$ cat src/rtl/core/utf8_to_utf16_decoder_unit_assert.svh
// Assertion macros for the UTF-8 to UTF-16 decoder unit.
// Used by u8u16_decode under rtl/core; needs clk_i and rst_ni in scope.
`ifndef UTF8_TO_UTF16_DECODER_UNIT_ASSERT_SVH
`define UTF8_TO_UTF16_DECODER_UNIT_ASSERT_SVH

// Check a property on every clock edge outside reset.
`define U8U16_ASSERT(lbl, prop, msg) \
  lbl: assert property (@(posedge clk_i) disable iff (!rst_ni) (prop)) else $error(msg);

// Check that a condition implies a consequence in the next cycle.
`define U8U16_ASSERT_NEXT(lbl, ante, cons, msg) \
  lbl: assert property (@(posedge clk_i) disable iff (!rst_ni) (ante) |=> (cons)) \
    else $error(msg);

`endif

$ cat src/rtl/core/u8u16_pkg.sv
// Shared types and constants for the UTF-8 to UTF-16 decoder unit.
// No dependencies; used by all decoder modules.
package u8u16_pkg;

  // Lead byte classification
  localparam logic [7:0] ASCII_MASK = 8'h80;
  localparam logic [7:0] LEAD2_MASK = 8'hE0;
  localparam logic [7:0] LEAD2_CODE = 8'hC0;

  // Continuation bytes still expected
  localparam logic [1:0] PEND_NONE = 2'd0;
  localparam logic [1:0] PEND_ONE  = 2'd1;
  localparam logic [1:0] PEND_TWO  = 2'd2;

  typedef struct packed {
    logic [7:0] byte_value;
    logic       end_marker;
  } in_item_t;

  typedef struct packed {
    logic [15:0] code_unit;
    logic        end_record;
    logic [7:0]  char_total;
    logic [7:0]  length_prefix;
    logic        overflowed;
  } out_item_t;

endpackage

$ cat src/rtl/core/u8u16_stream_if.sv
// Valid/ready channel interfaces for the decoder byte input and unit output.
// Depends on nothing but plain logic types.
interface u8u16_byte_if;
  logic       valid;
  logic       ready;
  logic [7:0] byte_value;
  logic       end_marker;

  modport source (output valid, output byte_value, output end_marker, input ready);
  modport sink   (input valid, input byte_value, input end_marker, output ready);
endinterface

interface u8u16_unit_if;
  logic        valid;
  logic        ready;
  logic [15:0] code_unit;
  logic        end_record;
  logic [7:0]  char_total;
  logic [7:0]  length_prefix;
  logic        overflowed;

  modport source (output valid, output code_unit, output end_record, output char_total,
                  output length_prefix, output overflowed, input ready);
  modport sink   (input valid, input code_unit, input end_record, input char_total,
                  input length_prefix, input overflowed, output ready);
endinterface

$ cat src/rtl/core/utf8_to_utf16_decoder_unit.sv
// Top level of the UTF-8 to UTF-16 decoder unit.
// Depends on u8u16_pkg, u8u16_stream_if and the u8u16 stage modules.
//
// Usage:
//   in_ch_i takes one UTF-8 byte per transaction (byte_value), or an end
//   transaction (end_marker = 1) that closes the string. out_ch_o gives one
//   code unit per complete character, and one end record per string with the
//   character total, the length prefix and the overflow flag.
//   The byte is accepted into the input register, decoded combinationally,
//   and loaded into the result register, which drives out_ch_o.valid.
//   Throughput: one byte per cycle while the receiver does not stall.
//   Bytes that finish no character, and characters past MAX_CHARS, give no
//   result; a truncated last character is dropped at the end transaction.
//   Reset clears the string state and both stage valids; the block accepts
//   on the first cycle after reset.
//   When the receiver stalls, the result register holds its unit, one more
//   byte is held in the input register, and then in_ch_i.ready drops.
module utf8_to_utf16_decoder_unit #(
  parameter int unsigned MAX_CHARS = 254
) (
  input  logic            clk_i,
  input  logic            rst_ni,
  u8u16_byte_if.sink      in_ch_i,
  u8u16_unit_if.source    out_ch_o
);

  u8u16_pkg::in_item_t  in_item;
  u8u16_pkg::in_item_t  stage_item;
  u8u16_pkg::out_item_t res_item;
  u8u16_pkg::out_item_t out_item;
  logic                 stage_valid;
  logic                 res_valid;
  logic                 out_free;
  logic                 in_ready;
  logic                 out_valid;

  assign in_item.byte_value = in_ch_i.byte_value;
  assign in_item.end_marker = in_ch_i.end_marker;
  assign in_ch_i.ready      = in_ready;

  u8u16_in_stage u_in_stage (
    .clk_i   (clk_i),
    .rst_ni  (rst_ni),
    .valid_i (in_ch_i.valid),
    .item_i  (in_item),
    .ready_o (in_ready),
    .take_i  (out_free),
    .valid_o (stage_valid),
    .item_o  (stage_item)
  );

  u8u16_decode #(
    .MAX_CHARS (MAX_CHARS)
  ) u_decode (
    .clk_i       (clk_i),
    .rst_ni      (rst_ni),
    .valid_i     (stage_valid),
    .item_i      (stage_item),
    .take_i      (out_free),
    .res_valid_o (res_valid),
    .res_o       (res_item)
  );

  u8u16_out_stage u_out_stage (
    .clk_i       (clk_i),
    .rst_ni      (rst_ni),
    .res_valid_i (res_valid),
    .res_i       (res_item),
    .free_o      (out_free),
    .valid_o     (out_valid),
    .ready_i     (out_ch_o.ready),
    .item_o      (out_item)
  );

  // Drive the output channel
  assign out_ch_o.valid         = out_valid;
  assign out_ch_o.code_unit     = out_item.code_unit;
  assign out_ch_o.end_record    = out_item.end_record;
  assign out_ch_o.char_total    = out_item.char_total;
  assign out_ch_o.length_prefix = out_item.length_prefix;
  assign out_ch_o.overflowed    = out_item.overflowed;

endmodule

$ cat src/rtl/core/u8u16_in_stage.sv
// Input register of the decoder: captures one byte transaction per cycle while the held item moves on.
// Depends on u8u16_pkg for the input item type.
module u8u16_in_stage (
  input  logic                 clk_i,
  input  logic                 rst_ni,
  input  logic                 valid_i,
  input  u8u16_pkg::in_item_t  item_i,
  output logic                 ready_o,
  input  logic                 take_i,
  output logic                 valid_o,
  output u8u16_pkg::in_item_t  item_o
);

  logic                valid_q, valid_d;
  u8u16_pkg::in_item_t item_q;

  // Accept when empty or when the held item moves on this cycle
  assign ready_o = !valid_q || take_i;
  assign valid_d = ready_o ? valid_i : valid_q;

  always_ff @(posedge clk_i or negedge rst_ni) begin
    if (!rst_ni) begin
      valid_q <= 1'b0;
    end else begin
      valid_q <= valid_d;
    end
  end

  // Load payload on a new transaction
  always_ff @(posedge clk_i) begin
    if (valid_i && ready_o) begin
      item_q <= item_i;
    end
  end

  assign valid_o = valid_q;
  assign item_o  = item_q;

endmodule

$ cat src/rtl/core/u8u16_decode.sv
// Decoder core: string state and the combinational UTF-8 step.
// Depends on u8u16_pkg and utf8_to_utf16_decoder_unit_assert.svh.
`include "utf8_to_utf16_decoder_unit_assert.svh"

module u8u16_decode #(
  parameter int unsigned MAX_CHARS = 254
) (
  input  logic                  clk_i,
  input  logic                  rst_ni,
  input  logic                  valid_i,
  input  u8u16_pkg::in_item_t   item_i,
  input  logic                  take_i,
  output logic                  res_valid_o,
  output u8u16_pkg::out_item_t  res_o
);

  localparam logic [7:0] MaxCnt = 8'(MAX_CHARS);

  logic [15:0] part_q, part_d;
  logic [1:0]  pend_q, pend_d;
  logic [7:0]  cnt_q, cnt_d;
  logic        ovf_q, ovf_d;

  logic        adv;
  logic        done;
  logic        res_valid;
  logic [15:0] unit;
  logic [7:0]  b;
  logic        st_clear;
  u8u16_pkg::out_item_t res;

  assign adv = valid_i && take_i;
  assign b   = item_i.byte_value;

  // Decode one byte or close the string
  always_comb begin
    part_d    = part_q;
    pend_d    = pend_q;
    cnt_d     = cnt_q;
    ovf_d     = ovf_q;
    done      = 1'b0;
    unit      = '0;
    res       = '0;
    res_valid = 1'b0;
    if (item_i.end_marker) begin
      res.end_record    = 1'b1;
      res.char_total    = cnt_q;
      res.length_prefix = (cnt_q == 8'd0) ? 8'd0 : cnt_q + 8'd1;
      res.overflowed    = ovf_q;
      res_valid         = 1'b1;
      part_d            = '0;
      pend_d            = u8u16_pkg::PEND_NONE;
      cnt_d             = '0;
      ovf_d             = 1'b0;
    end else begin
      case (pend_q)
        u8u16_pkg::PEND_NONE: begin
          if ((b & u8u16_pkg::ASCII_MASK) == 8'h00) begin
            unit = {8'h00, b};
            done = 1'b1;
          end else if ((b & u8u16_pkg::LEAD2_MASK) == u8u16_pkg::LEAD2_CODE) begin
            part_d = {5'b0, b[4:0], 6'b0};
            pend_d = u8u16_pkg::PEND_ONE;
          end else begin
            part_d = {b[3:0], 12'b0};
            pend_d = u8u16_pkg::PEND_TWO;
          end
        end
        u8u16_pkg::PEND_ONE: begin
          unit   = part_q | {10'b0, b[5:0]};
          part_d = '0;
          pend_d = u8u16_pkg::PEND_NONE;
          done   = 1'b1;
        end
        default: begin
          part_d = part_q | {4'b0, b[5:0], 6'b0};
          pend_d = u8u16_pkg::PEND_ONE;
        end
      endcase
      // Drop characters past the limit, count the rest
      if (done) begin
        if (cnt_q >= MaxCnt) begin
          ovf_d = 1'b1;
        end else begin
          cnt_d         = cnt_q + 8'd1;
          res.code_unit = unit;
          res_valid     = 1'b1;
        end
      end
    end
  end

  // Advance string state once per consumed transaction
  always_ff @(posedge clk_i or negedge rst_ni) begin
    if (!rst_ni) begin
      part_q <= '0;
      pend_q <= u8u16_pkg::PEND_NONE;
      cnt_q  <= '0;
      ovf_q  <= 1'b0;
    end else if (adv) begin
      part_q <= part_d;
      pend_q <= pend_d;
      cnt_q  <= cnt_d;
      ovf_q  <= ovf_d;
    end
  end

  assign res_valid_o = adv && res_valid;
  assign res_o       = res;

  // String state back at its idle value
  assign st_clear = (cnt_q == 8'd0) && (pend_q == u8u16_pkg::PEND_NONE) && !ovf_q;

  `U8U16_ASSERT(a_pend_legal, pend_q <= u8u16_pkg::PEND_TWO, "pending count out of range")
  `U8U16_ASSERT(a_cnt_limit, cnt_q <= MaxCnt, "character count past limit")
  `U8U16_ASSERT(a_ovf_at_limit, !ovf_q || (cnt_q == MaxCnt), "overflow without full count")
  `U8U16_ASSERT_NEXT(a_end_clears, adv && item_i.end_marker, st_clear, "state not cleared")

endmodule

$ cat src/rtl/core/u8u16_out_stage.sv
// Result register of the decoder: holds a result until the receiver takes it.
// Depends on u8u16_pkg for the result item type.
module u8u16_out_stage (
  input  logic                  clk_i,
  input  logic                  rst_ni,
  input  logic                  res_valid_i,
  input  u8u16_pkg::out_item_t  res_i,
  output logic                  free_o,
  output logic                  valid_o,
  input  logic                  ready_i,
  output u8u16_pkg::out_item_t  item_o
);

  logic                 valid_q, valid_d;
  u8u16_pkg::out_item_t item_q;

  // Free when empty or when the receiver takes the held result
  assign free_o  = !valid_q || ready_i;
  assign valid_d = free_o ? res_valid_i : valid_q;

  always_ff @(posedge clk_i or negedge rst_ni) begin
    if (!rst_ni) begin
      valid_q <= 1'b0;
    end else begin
      valid_q <= valid_d;
    end
  end

  // Capture a new result
  always_ff @(posedge clk_i) begin
    if (res_valid_i && free_o) begin
      item_q <= res_i;
    end
  end

  assign valid_o = valid_q;
  assign item_o  = item_q;

endmodule
$ cat src/flat_wrapper.sv
// flat-port wrapper written by rule: the top's interface ports become plain ports
module utf8_to_utf16_decoder_unit_flat 
#(
  parameter int unsigned MAX_CHARS = 254
)
  (clk_i, rst_ni, in_ch_i_valid, in_ch_i_byte_value, in_ch_i_end_marker, in_ch_i_ready, out_ch_o_valid, out_ch_o_code_unit, out_ch_o_end_record, out_ch_o_char_total, out_ch_o_length_prefix, out_ch_o_overflowed, out_ch_o_ready);
  u8u16_byte_if in_ch_i_i ();
  u8u16_unit_if out_ch_o_i ();
  input  logic clk_i;
  input  logic rst_ni;
  input wire logic [$bits(in_ch_i_i.valid)-1:0] in_ch_i_valid;
  input wire logic [$bits(in_ch_i_i.byte_value)-1:0] in_ch_i_byte_value;
  input wire logic [$bits(in_ch_i_i.end_marker)-1:0] in_ch_i_end_marker;
  output wire logic [$bits(in_ch_i_i.ready)-1:0] in_ch_i_ready;
  output wire logic [$bits(out_ch_o_i.valid)-1:0] out_ch_o_valid;
  output wire logic [$bits(out_ch_o_i.code_unit)-1:0] out_ch_o_code_unit;
  output wire logic [$bits(out_ch_o_i.end_record)-1:0] out_ch_o_end_record;
  output wire logic [$bits(out_ch_o_i.char_total)-1:0] out_ch_o_char_total;
  output wire logic [$bits(out_ch_o_i.length_prefix)-1:0] out_ch_o_length_prefix;
  output wire logic [$bits(out_ch_o_i.overflowed)-1:0] out_ch_o_overflowed;
  input wire logic [$bits(out_ch_o_i.ready)-1:0] out_ch_o_ready;
  assign in_ch_i_i.valid = in_ch_i_valid;
  assign in_ch_i_i.byte_value = in_ch_i_byte_value;
  assign in_ch_i_i.end_marker = in_ch_i_end_marker;
  assign in_ch_i_ready = in_ch_i_i.ready;
  assign out_ch_o_valid = out_ch_o_i.valid;
  assign out_ch_o_code_unit = out_ch_o_i.code_unit;
  assign out_ch_o_end_record = out_ch_o_i.end_record;
  assign out_ch_o_char_total = out_ch_o_i.char_total;
  assign out_ch_o_length_prefix = out_ch_o_i.length_prefix;
  assign out_ch_o_overflowed = out_ch_o_i.overflowed;
  assign out_ch_o_i.ready = out_ch_o_ready;
  utf8_to_utf16_decoder_unit #(.MAX_CHARS(MAX_CHARS)) u_core (.clk_i(clk_i), .rst_ni(rst_ni), .in_ch_i(in_ch_i_i), .out_ch_o(out_ch_o_i));
endmodule
$ cat config.mk
export PLATFORM = sky130hd
export DESIGN_NAME = utf8_to_utf16_decoder_unit_flat
export DESIGN_NICKNAME = d
export VERILOG_FILES = /design/src/rtl/core/u8u16_pkg.sv /design/src/rtl/core/u8u16_stream_if.sv /design/src/rtl/core/utf8_to_utf16_decoder_unit.sv /design/src/rtl/core/u8u16_in_stage.sv /design/src/rtl/core/u8u16_decode.sv /design/src/rtl/core/u8u16_out_stage.sv /design/src/flat_wrapper.sv
export VERILOG_INCLUDE_DIRS = /design/src /design/src/rtl/core
export SDC_FILE = /design/constraint.sdc
export NUM_CORES = 1
export LEC_CHECK = 0
export BUFFER_PORTS_ARGS = -buffer_cell sky130_fd_sc_hd__buf_4
export CORE_MARGIN = 3
export CORE_UTILIZATION = 55
export DETAILED_ROUTE_END_ITERATION = 16
export PLACE_DENSITY = 0.82
export SLEW_MARGIN = 20
export SYNTH_ARGS = -nofsm -noshare
export SYNTH_HDL_FRONTEND = slang
export SYNTH_SLANG_ARGS = --single-unit
$ cat constraint.sdc
create_clock -name clk_i -period 3.3 [get_ports clk_i]
set_input_delay 0.33 -clock clk_i [delete_from_list [all_inputs] [get_ports clk_i]]
set_output_delay 0.33 -clock clk_i [all_outputs]
set_load 0.005 [all_outputs]
-- After elaboration in Yosys (flattened, before gate mapping)
Cells that the tools add are included.
- bits in registers: 72
- bits of input ports: 13
- logic and storage cells: 65
- add/subtract/negate cells: 1
- order comparisons: 1
- eq/ne operators: 4
- multiplexer cells: 24
- bitwise operators: 4
- reduce and logical (&&, ||, !) cells: 18
- operators with widths (kind ; count):
    16-bit case mux with 2 select lines ; 2
    16-bit 2-to-1 mux ; 3
    8-bit 2-to-1 mux ; 5
    18-bit 2-to-1 mux ; 1
    8-bit logical NOT ; 2
    16-bit by 12-bit OR with 16-bit output ; 1
    16-bit by 6-bit OR with 16-bit output ; 1
    8-bit by 1-bit adder with 8-bit output, second input constant ; 1
    8-bit greater-or-equal comparator, second input constant ; 1
    1-bit 2-to-1 mux ; 8
    2-bit 2-to-1 mux ; 3
    3-bit AND reduction ; 2
    1-bit logical AND ; 4
    2-bit case mux with 2 select lines ; 1
    2-bit nonzero test ; 2
    3-bit == test, second input constant ; 1
    3-bit by 2-bit != test with 1-bit output, second input constant ; 1
    3-bit OR reduction ; 1
    2-bit by 1-bit == test with 1-bit output, second input constant ; 1
    1-bit logical NOT ; 2
    2-bit logical NOT ; 1
    1-bit logical OR ; 2
    2-bit by 1-bit != test with 1-bit output, second input constant ; 1
    1-bit inverter ; 2
    other kinds (3) ; 3

-- Logic depth before layout (Yosys ltp)
Gate-level depths: netlist of run 1.
- depth in word-level cells: 8
- depth in mapped cells: 6
- gate-level depth less buffers: 6

-- Hierarchy
From an unflattened synthesis of run 1, not the netlist that was laid out.
- cells, all modules: 209
- area total of the unflattened synthesis: 2821.5 um^2
- by module, submodules not included (module ; times used ; cells an instance ; area each (um^2) ; sequential area each (um^2)):
    u8u16_decode ; 1 ; 158 ; 1422.6 ; 525.5
    u8u16_out_stage ; 1 ; 38 ; 1074.8 ; 1046.0
    u8u16_in_stage ; 1 ; 13 ; 324.1 ; 295.3

-- Least setup slack after synthesis of run 1
Ideal clock, no wire load.
- path kind: register to register
- start: register u_core.u_decode.cnt_q[0]
- end: register u_core.u_out_stage.item_q, in the netlist u_core.u_out_stage.item_o[0] (enable)
- arrival time: 2006 ps
- slack: 905 ps
- stages on the path, launching flop included: 7
- path buffers: 0
- clock period less this slack: 2395 ps
- path through: dfrtp_1 -> inv_1 -> ha_1 -> o21ai_1 -> nor3_4 -> a2bb2oi_2 -> inv_1
- word-level cells in the longest chain between the ends: 6
- RTL lines (what ; RTL line ; source):
    from (decl) ; u8u16_decode.sv:21 ; logic [7:0] cnt_q, cnt_d;
    from (signal assigned) ; u8u16_decode.sv:103 ; cnt_q <= cnt_d;
    8-bit greater-or-equal comparator ; u8u16_decode.sv:82 ; if (cnt_q >= MaxCnt) begin
    1-bit 2-to-1 mux ; u8u16_decode.sv:82 ;
    1-bit 2-to-1 mux ; u8u16_decode.sv:81 ; if (done) begin
    1-bit 2-to-1 mux ; u8u16_decode.sv:45 ; if (item_i.end_marker) begin
    1-bit logical AND ; u8u16_decode.sv:108 ; assign res_valid_o = adv && res_valid;
    1-bit logical AND ; u8u16_out_stage.sv:31 ; if (res_valid_i && free_o) begin
    to (signal assigned) ; u8u16_out_stage.sv:32 ; item_q <= res_i;
    to (decl) ; u8u16_out_stage.sv:15 ; u8u16_pkg::out_item_t item_q;
Every way passes these cells.
A chain may end at the register's enable or synchronous reset.

-- Worst setup path after layout of run 1
- start: register u_core.u_decode.cnt_q[0]
- end: register u_core.u_out_stage.item_q, in the netlist u_core.u_out_stage.item_o[15] (enable)
The elaborated chain is that of the path after synthesis.

==> key figures, run 1 <==
Yosys
  • Register area share after synthesis: 68.28%
  • Post-synth top flop: edfxtp_1
  • Asr flop ratio synth: 34.85%
  • Area contributors post-synth: edfxtp_1, dfrtp_1, and2_1
  • Synth Cell Area: 2734 um2
  • Area share of the leading cell type in the synthesized netlist: 47.23%
  • Number of synthesized flops with an enable pin: 43
  • Register bit total from synthesis: 66
  • Mean post-synth cell area: around 14 um2
  • Synth area leader: edfxtp_1
  • Syn Inst Count: 191
  • Top-count cell post-synth: edfxtp_1
  • Syn Nets: 207
  • Netlist cell types: 44
  • Post-synth top cells: edfxtp_1, and2_1, dfrtp_1
  • Yosys warns: 0

GRT
  • Vias in the first global route: 1604
  • Pin count of the biggest net entering global routing: 27
  • Initial antenna violation count: 0
  • Overflow after GRT: 0
  • GRT Resource Usage Total: 17.61%
  • Global-route wire length before repair: 7817 um

CTS
  • Post-cts sizing count: 0
  • Post-CTS Setup Bufs: 0
  • CTS Buf Count: 9
  • Worst-path clk slew: 70 ps
  • CTS tree: built
  • Root buffer cell: clkbuf_8
  • Clock Sinks: 66
  • Clk buf depth: 2
  • # H-tree levels: 3
  • Clock latency on the worst-skew pair: 330 ps

Power
  • Comb power frac: between 10% and 20%
  • Design Power: 2.042 mW
  • Clk pwr share: 26.9%
  • Pint: roughly 1.5 mW
  • Switch Pwr: 550.9 uW
  • Power per cell area: 609.2 nW/um2
  • Lkg Pwr: approximately 1.4 nW
  • Worst VDD drop: 0.0003976 V
  • Sw frac: between 20% and 30%
  • Sequential share of power: between 50% and 60%

Die
  • Width of the die: 76.51 um
  • Initial Util: around 57%
  • Core area: 4755 um2
  • DIE AREA: 5853 um2
  • Rows: 25
  • # IOs: 49
  • Chip Height: 76.51 um

Min path
  • Hold Path Class: input pin to flip-flop

Run status
  • Outcome: complete, no violations

STA
  • Tightest Pin Transition: just under 800 ps
  • FMAX: 418.8 MHz
  • Final setup fails: 0
  • Final Critical Period: approximately 2400 ps
  • Final Hold Vio Count: 0
  • Period utilization: slightly above 70%
  • Relative max-transition margin: 47.98%
  • Setup ws final: between 900 and 1000 ps
  • Setup tns final: 0 ps
  • Unrepaired setup endpoints after global routing: false
  • Worst Skew: 7.522 ps
  • Final slew viol count: 0

Finish
  • Synthesis-to-layout area growth: 22.61%
  • Nets@finish: 264
  • Diode count: 0
  • Filler cell count: 343
  • Finished Cell Area: between 3000 and 4000 um2
  • Proportion of layout cells with a drive suffix above 1: between 30% and 40%
  • Fin util: 70.50%

Route
  • # DRC: 0
  • Via-to-Cell Ratio: about 5.3
  • DRT Pass-1 Iters: 4
  • Starting DRC count in detailed routing: 167
  • ANT nets after route: 0
  • Via Count: about 1700
  • Routed WL per cell: 14.57 um
  • Drt total wl: 4663 um

Placed design
  • Placed Area: 3181 um2
  • DP HPWL: 3179 um
  • Number of port buffers: 48
  • Pre-CTS setup slack: roughly 940 ps
  • Routability Congestion: 0.9158

Worst setup path
  • Setup CP Type: flip-flop to flip-flop
  • Crit-path leading delay family: buffers and inverters
  • Worst Path Arrival: 2470 ps
  • Crit-path cells: inv_1 -> ha_1 -> o21ai_1 -> nor3_4 -> a2bb2oi_2 -> inv_1 -> buf_12
  • CP max FO: 26
  • Critical Path Sink Type: flip-flop
  • Largest stage delay, worst path: 430 ps
  • Cell mode on critical path: inv_1
  • Sum of buffers and inverters on the critical path: 3
  • Slowest cell on the critical path: dfrtp_1
  • Critical Path Start Type: flip-flop
  • Req. time, crit path: 3380 ps

Flow run
  • Maxcap violations: 0
## power by group through the flow
stage	logic, mW	clock network, mW	registers, mW
2_1_floorplan	0.195	0	1.11
3_3_place_gp	0.387	0	1.11
3_5_place_dp	0.395	0	1.12
4_1_cts	0.398	0.561	1.10
5_1_grt	0.430	0.599	1.12
6_report	0.393	0.548	1.10
## cell type report
type,instances,area (um2),share of cell area (%)
sequential,66,1867,55.69
multi-input combinational,113,819.5,24.45
timing repair buffer,50,390.4,11.65
clock buffer,10,127.6,3.807
tap,67,83.83,2.501
clock inverter,6,33.78,1.008
inverter,8,30.03,0.8959
## timing repair
action	4_1_cts	5_1_grt
hold buffers	1	0
setup endpoints to repair	0	0
endpoints found under the hold margin	23	0
## through the flow
step / hold WS, ps / cells
after global routing: 157.3 / 320
after CTS: 162.2 / 320
after detailed placement: 244.9 / 303
final: 173.9 / 320
after floorplan: 34.41 / 191
after global placement: 237.5 / 303
## final timing paths
kind / start / end / slack (ps) / cells after the start
setup / recovery: u_core.u_decode.cnt_q[0] / u_core.u_out_stage.item_o[15] / 910 / 7
hold / removal: in_ch_i_byte_value[4] / u_core.u_in_stage.item_o[5] / 170 / 1
setup reg to reg: u_core.u_decode.cnt_q[0] / u_core.u_out_stage.item_o[15] / 910 / 7
hold reg to reg: u_core.u_decode.part_q[10] / u_core.u_decode.part_q[10] / 490 / 1
max in group asynchronous: rst_ni / u_core.u_out_stage.valid_o / 2620 / 2
min in group asynchronous: rst_ni / u_core.u_decode.part_q[15] / 440 / 2
## flip-flops by register name (all words and copies together), names as in the netlist
register,count
u_core.u_decode.cnt_q,8
u_core.u_decode.part_q,10
u_core.u_in_stage.valid_o,1
u_core.u_decode.pend_q,2
u_core.u_in_stage.item_o,9
u_core.u_out_stage.valid_o,1
u_core.u_out_stage.item_o,34
u_core.u_decode.ovf_q,1
## kinds of logic after synthesis
family / synth area share, %
adder cells (fa/ha/maj): 1.373
buffers and inverters: 1.739
multiplexers: 0.4119
AND/OR/NAND/NOR: 15.29
flip-flops: 68.28
AO/OA/AOI/OAI: 11.63
XOR/XNOR: 1.281
## worst register-to-register path: cells and delay by family (launching register included)
family | cells | cell delay [ps]
buffers and inverters | 3 | 730
and+or+nand+nor | 1 | 230
adders and majority gates | 1 | 150
DFF | 1 | 430
AOI/OAI and AO/OA | 2 | 590
## routing by layer
layer	GRT usage, %	part of all wire [%]	vias up
met2	25.83	45	63
li1	-	-	816
met3	4.137	6.5	8
met1	24.46	46	807
met4	9.420	1.8	0
met5	0	0	-
## placed cells by master (no fill, tap or decap), drive strengths merged, types with 4 or more instances in the layout
cell type	n
nor2	13
dfrtp	23
and2	25
nand2	9
a21o	4
buf	49
nor3	4
inv	8
edfxtp	43
clkinv	4
clkbuf	10
a22o	10
xnor2	4
No activity file was read; power rests on OpenSTA's default activity.
==> run 2, diff against run 1 <==
--- a/config.mk
+++ b/config.mk
@@ -8,9 +8,9 @@
 export LEC_CHECK = 0
 export BUFFER_PORTS_ARGS = -buffer_cell sky130_fd_sc_hd__buf_4
 export CORE_MARGIN = 3
-export CORE_UTILIZATION = 55
+export CORE_UTILIZATION = 49
 export DETAILED_ROUTE_END_ITERATION = 16
-export PLACE_DENSITY = 0.82
+export PLACE_DENSITY = 0.77
 export SLEW_MARGIN = 20
 export SYNTH_ARGS = -nofsm -noshare
 export SYNTH_HDL_FRONTEND = slang
==> constraint.sdc (replaced) <==
create_clock -name clk_i -period 2.04 [get_ports clk_i]
set_input_delay 0.204 -clock clk_i [delete_from_list [all_inputs] [get_ports clk_i]]
set_output_delay 0.204 -clock clk_i [all_outputs]
set_load 0.005 [all_outputs]
==> run 2 against run 1 <==
  * Die area up 11%
  * Design area up 6.4%
  * Final cell count up 5.0%
  * Largest power group unchanged
==> key figures, run 2 (synthesis results as in run 1) <==
Worst setup path
  • Worst r2r src: u_core.u_decode.cnt_q[1]
  • Critical Path Sink Type: flip-flop
  • CP max FO: 6 (-77%)
  • Sum of buffers and inverters on the critical path: 2 (-1)
  • Slowest cell on the critical path: or4b_4
  • R2r worst-path depth: 6 (-1)
  • Setup CP Type: flip-flop to flip-flop
  • Worst flop-to-flop path endpoint: u_core.u_out_stage.item_o[7]
  • Req. time, crit path: 2120 ps (-1260 ps)
  • Critical Path Start Type: flip-flop
  • Crit-path cells: inv_1 -> ha_1 -> or4b_4 -> o41ai_4 -> buf_4 -> nor2_1
  • Crit-path leading delay family: simple AND/OR/NAND/NOR gates
  • R2r setup slk: 30 ps (-880 ps)
  • Worst Path Arrival: 2090 ps (-380 ps)
  • Largest stage delay, worst path: 480 ps (+50 ps)

CTS
  • CTS tree: built
  • Clk buf depth: 2 (unchanged)
  • Root buffer cell: clkbuf_8
  • # H-tree levels: 3 (unchanged)
  • CTS Buf Count: 9 (unchanged)
  • Worst-path clk slew: 70 ps (about the same)
  • Clock Sinks: 66 (unchanged)
  • Clock latency on the worst-skew pair: 330 ps (about the same)

Finish
  • Commonest non-fill, non-tap cells in the layout: buf_4, edfxtp_1, and2_1
  • Post-route insts no fill: 336 (+5.0%)
  • Max reg flops: 34 (unchanged)
  • Proportion of layout cells with a drive suffix above 1: 36.84% (+6.4 points)
  • Fin util: 68.11% (-2.4 points)
  • Filler cell count: 365 (+6.4%)
  • Synthesis-to-layout area growth: 30.48%
  • Diode count: 0 (unchanged)
  • Commonest non-fill, non-tap cell in the layout: buf_4
  • Nets@finish: 277 (+4.9%)

Die
  • Rows: 26 (+4.0%)
  • Chip Height: 80.70 um (+5.5%)
  • DIE AREA: 6512 um2 (+11%)
  • Initial Util: 52.20% (-5.3 points)
  • Core area: 5238 um2 (+10%)
  • Width of the die: 80.70 um (+5.5%)
  • # IOs: 49 (unchanged)

Flow run
  • Maxcap violations: 0 (unchanged)

Route
  • ANT nets after route: 0 (unchanged)
  • Via-to-Cell Ratio: 5.259 (-0.66%)
  • DRT Pass-1 Iters: 4 (unchanged)
  • Starting DRC count in detailed routing: 183 (+9.6%)
  • Routed WL per cell: 15.70 um (+7.7%)
  • Met1 WL: 2380 um (+10%)
  • # DRC: 0 (unchanged)
  • Via Count: 1767 (+4.3%)
  • Drt total wl: 5275 um (+13%)
  • Metal2 WL: 2504 um (+18%)
  • Uppermost layer routed: met4
  • Wire length on met3: 325 um (+6.9%)

Run status
  • Outcome: complete, no violations

Placed design
  • DP HPWL: 3545 um (+12%)
  • Pre-CTS setup slack: 77.37 ps (-867.4 ps)
  • Number of port buffers: 48 (unchanged)
  • Routability Congestion: 0.8407 (-8.2%)
  • Placed Cells: 314 (+3.6%)

STA
  • Worst Skew: 11.88 ps (+4.354 ps)
  • Final setup fails: 0 (unchanged)
  • Period utilization: 98.55% (+26 points)
  • Relative max-transition margin: 55.21% (+7.2 points)
  • Final Hold Vio Count: 0 (unchanged)
  • Setup ws final: 29.50 ps (-882.7 ps)
  • Tightest Pin Transition: 667.4 ps (-105.7 ps)
  • Final slew viol count: 0 (unchanged)
  • Final Critical Period: 2010 ps (-377.3 ps)
  • FMAX: 497.4 MHz (+19%)

Power
  • Power per cell area: 1073 nW/um2 (+76%)
  • Worst VDD drop: 0.0007373 V (+85%)
  • Lkg Pwr: 1.493 nW (+6.8%)

Min path
  • Hold Path Class: input pin to flip-flop
  • Cell depth of the worst hold path: 1 (unchanged)
  • Hold wc startpoint: in_ch_i_byte_value[2]
  • Hold worst-path end: u_core.u_in_stage.item_o[3]

GRT
  • Overflow after GRT: 0 (unchanged)
  • GRT Resource Usage Total: 17.04% (-0.57 points)
  • Global-route wire length before repair: 8155 um (+4.3%)
  • Pin count of the biggest net entering global routing: 24 (-11%)
  • Vias in the first global route: 1663 (+3.7%)
  • Initial antenna violation count: 0 (unchanged)
==> run 2: worst max path at each step <==
stage | startpoint | endpoint | slack (ps) | depth (start not counted)
after floorplan | u_core.u_decode.cnt_q[0] | u_core.u_out_stage.item_o[0] | -120 | 6
after global placement | u_core.u_decode.cnt_q[1] | u_core.u_out_stage.item_o[7] | 170 | 5
after detailed placement | u_core.u_decode.cnt_q[0] | u_core.u_out_stage.item_o[7] | 80 | 5
after CTS | u_core.u_decode.cnt_q[0] | u_core.u_out_stage.item_o[7] | 50 | 5
after global routing | u_core.u_decode.cnt_q[1] | u_core.u_out_stage.item_o[8] | -40 | 6
final | u_core.u_decode.cnt_q[1] | u_core.u_out_stage.item_o[7] | 30 | 6
==> run 2: per-stage QoR <==
stage	TNS, ps	area (um2)	power [mW]	hold slack, ps
5_1_grt	-136.5	3567	3.979	24.81
6_report	0	3567	3.829	46.33
3_5_place_dp	0	3272	2.490	113.8
3_3_place_gp	0	3272	2.468	109.8
2_1_floorplan	-4146	2774	2.143	-91.59
4_1_cts	0	3517	3.766	37.25
==> run 2: power by group <==
part | total, mW | leakage (nW) | switching (mW) | internal (mW)
logic | 0.764 | 0.643 | 0.381 | 0.383
registers | 1.78 | 0.733 | 0.106 | 1.68
clock network | 1.28 | 0.118 | 0.471 | 0.813
total | 3.83 | 1.49 | 0.958 | 2.87
==> run 2: layer usage <==
layer | vias to the layer above | GRT usage [%]
li1 | 845 | -
met1 | 850 | 23.20
met2 | 66 | 25.58
met3 | 6 | 4.036
met4 | 0 | 8.446
met5 | - | 0
==> run 2: area by class of cell <==
| type | instances | area [um2] | area share, % |
|---|---|---|---|
| tap | 70 | 87.58 | 2.455 |
| clock buffer | 11 | 131.4 | 3.683 |
| sequential | 66 | 1869 | 52.40 |
| multi-input combinational | 113 | 863.3 | 24.20 |
| clock inverter | 5 | 103.9 | 2.911 |
| timing repair buffer | 63 | 475.5 | 13.33 |
| inverter | 8 | 36.28 | 1.017 |
==> run 2: repair_timing <==
| item | 4_1_cts | 5_1_grt |
|---|---|---|
| buffers inserted | 0 | 5 |
| resized for setup | 0 | 4 |
| hold buffers | 1 | 0 |
| setup endpoints to repair | 0 | 14 |
| hold endpoints to repair | 23 | 0 |
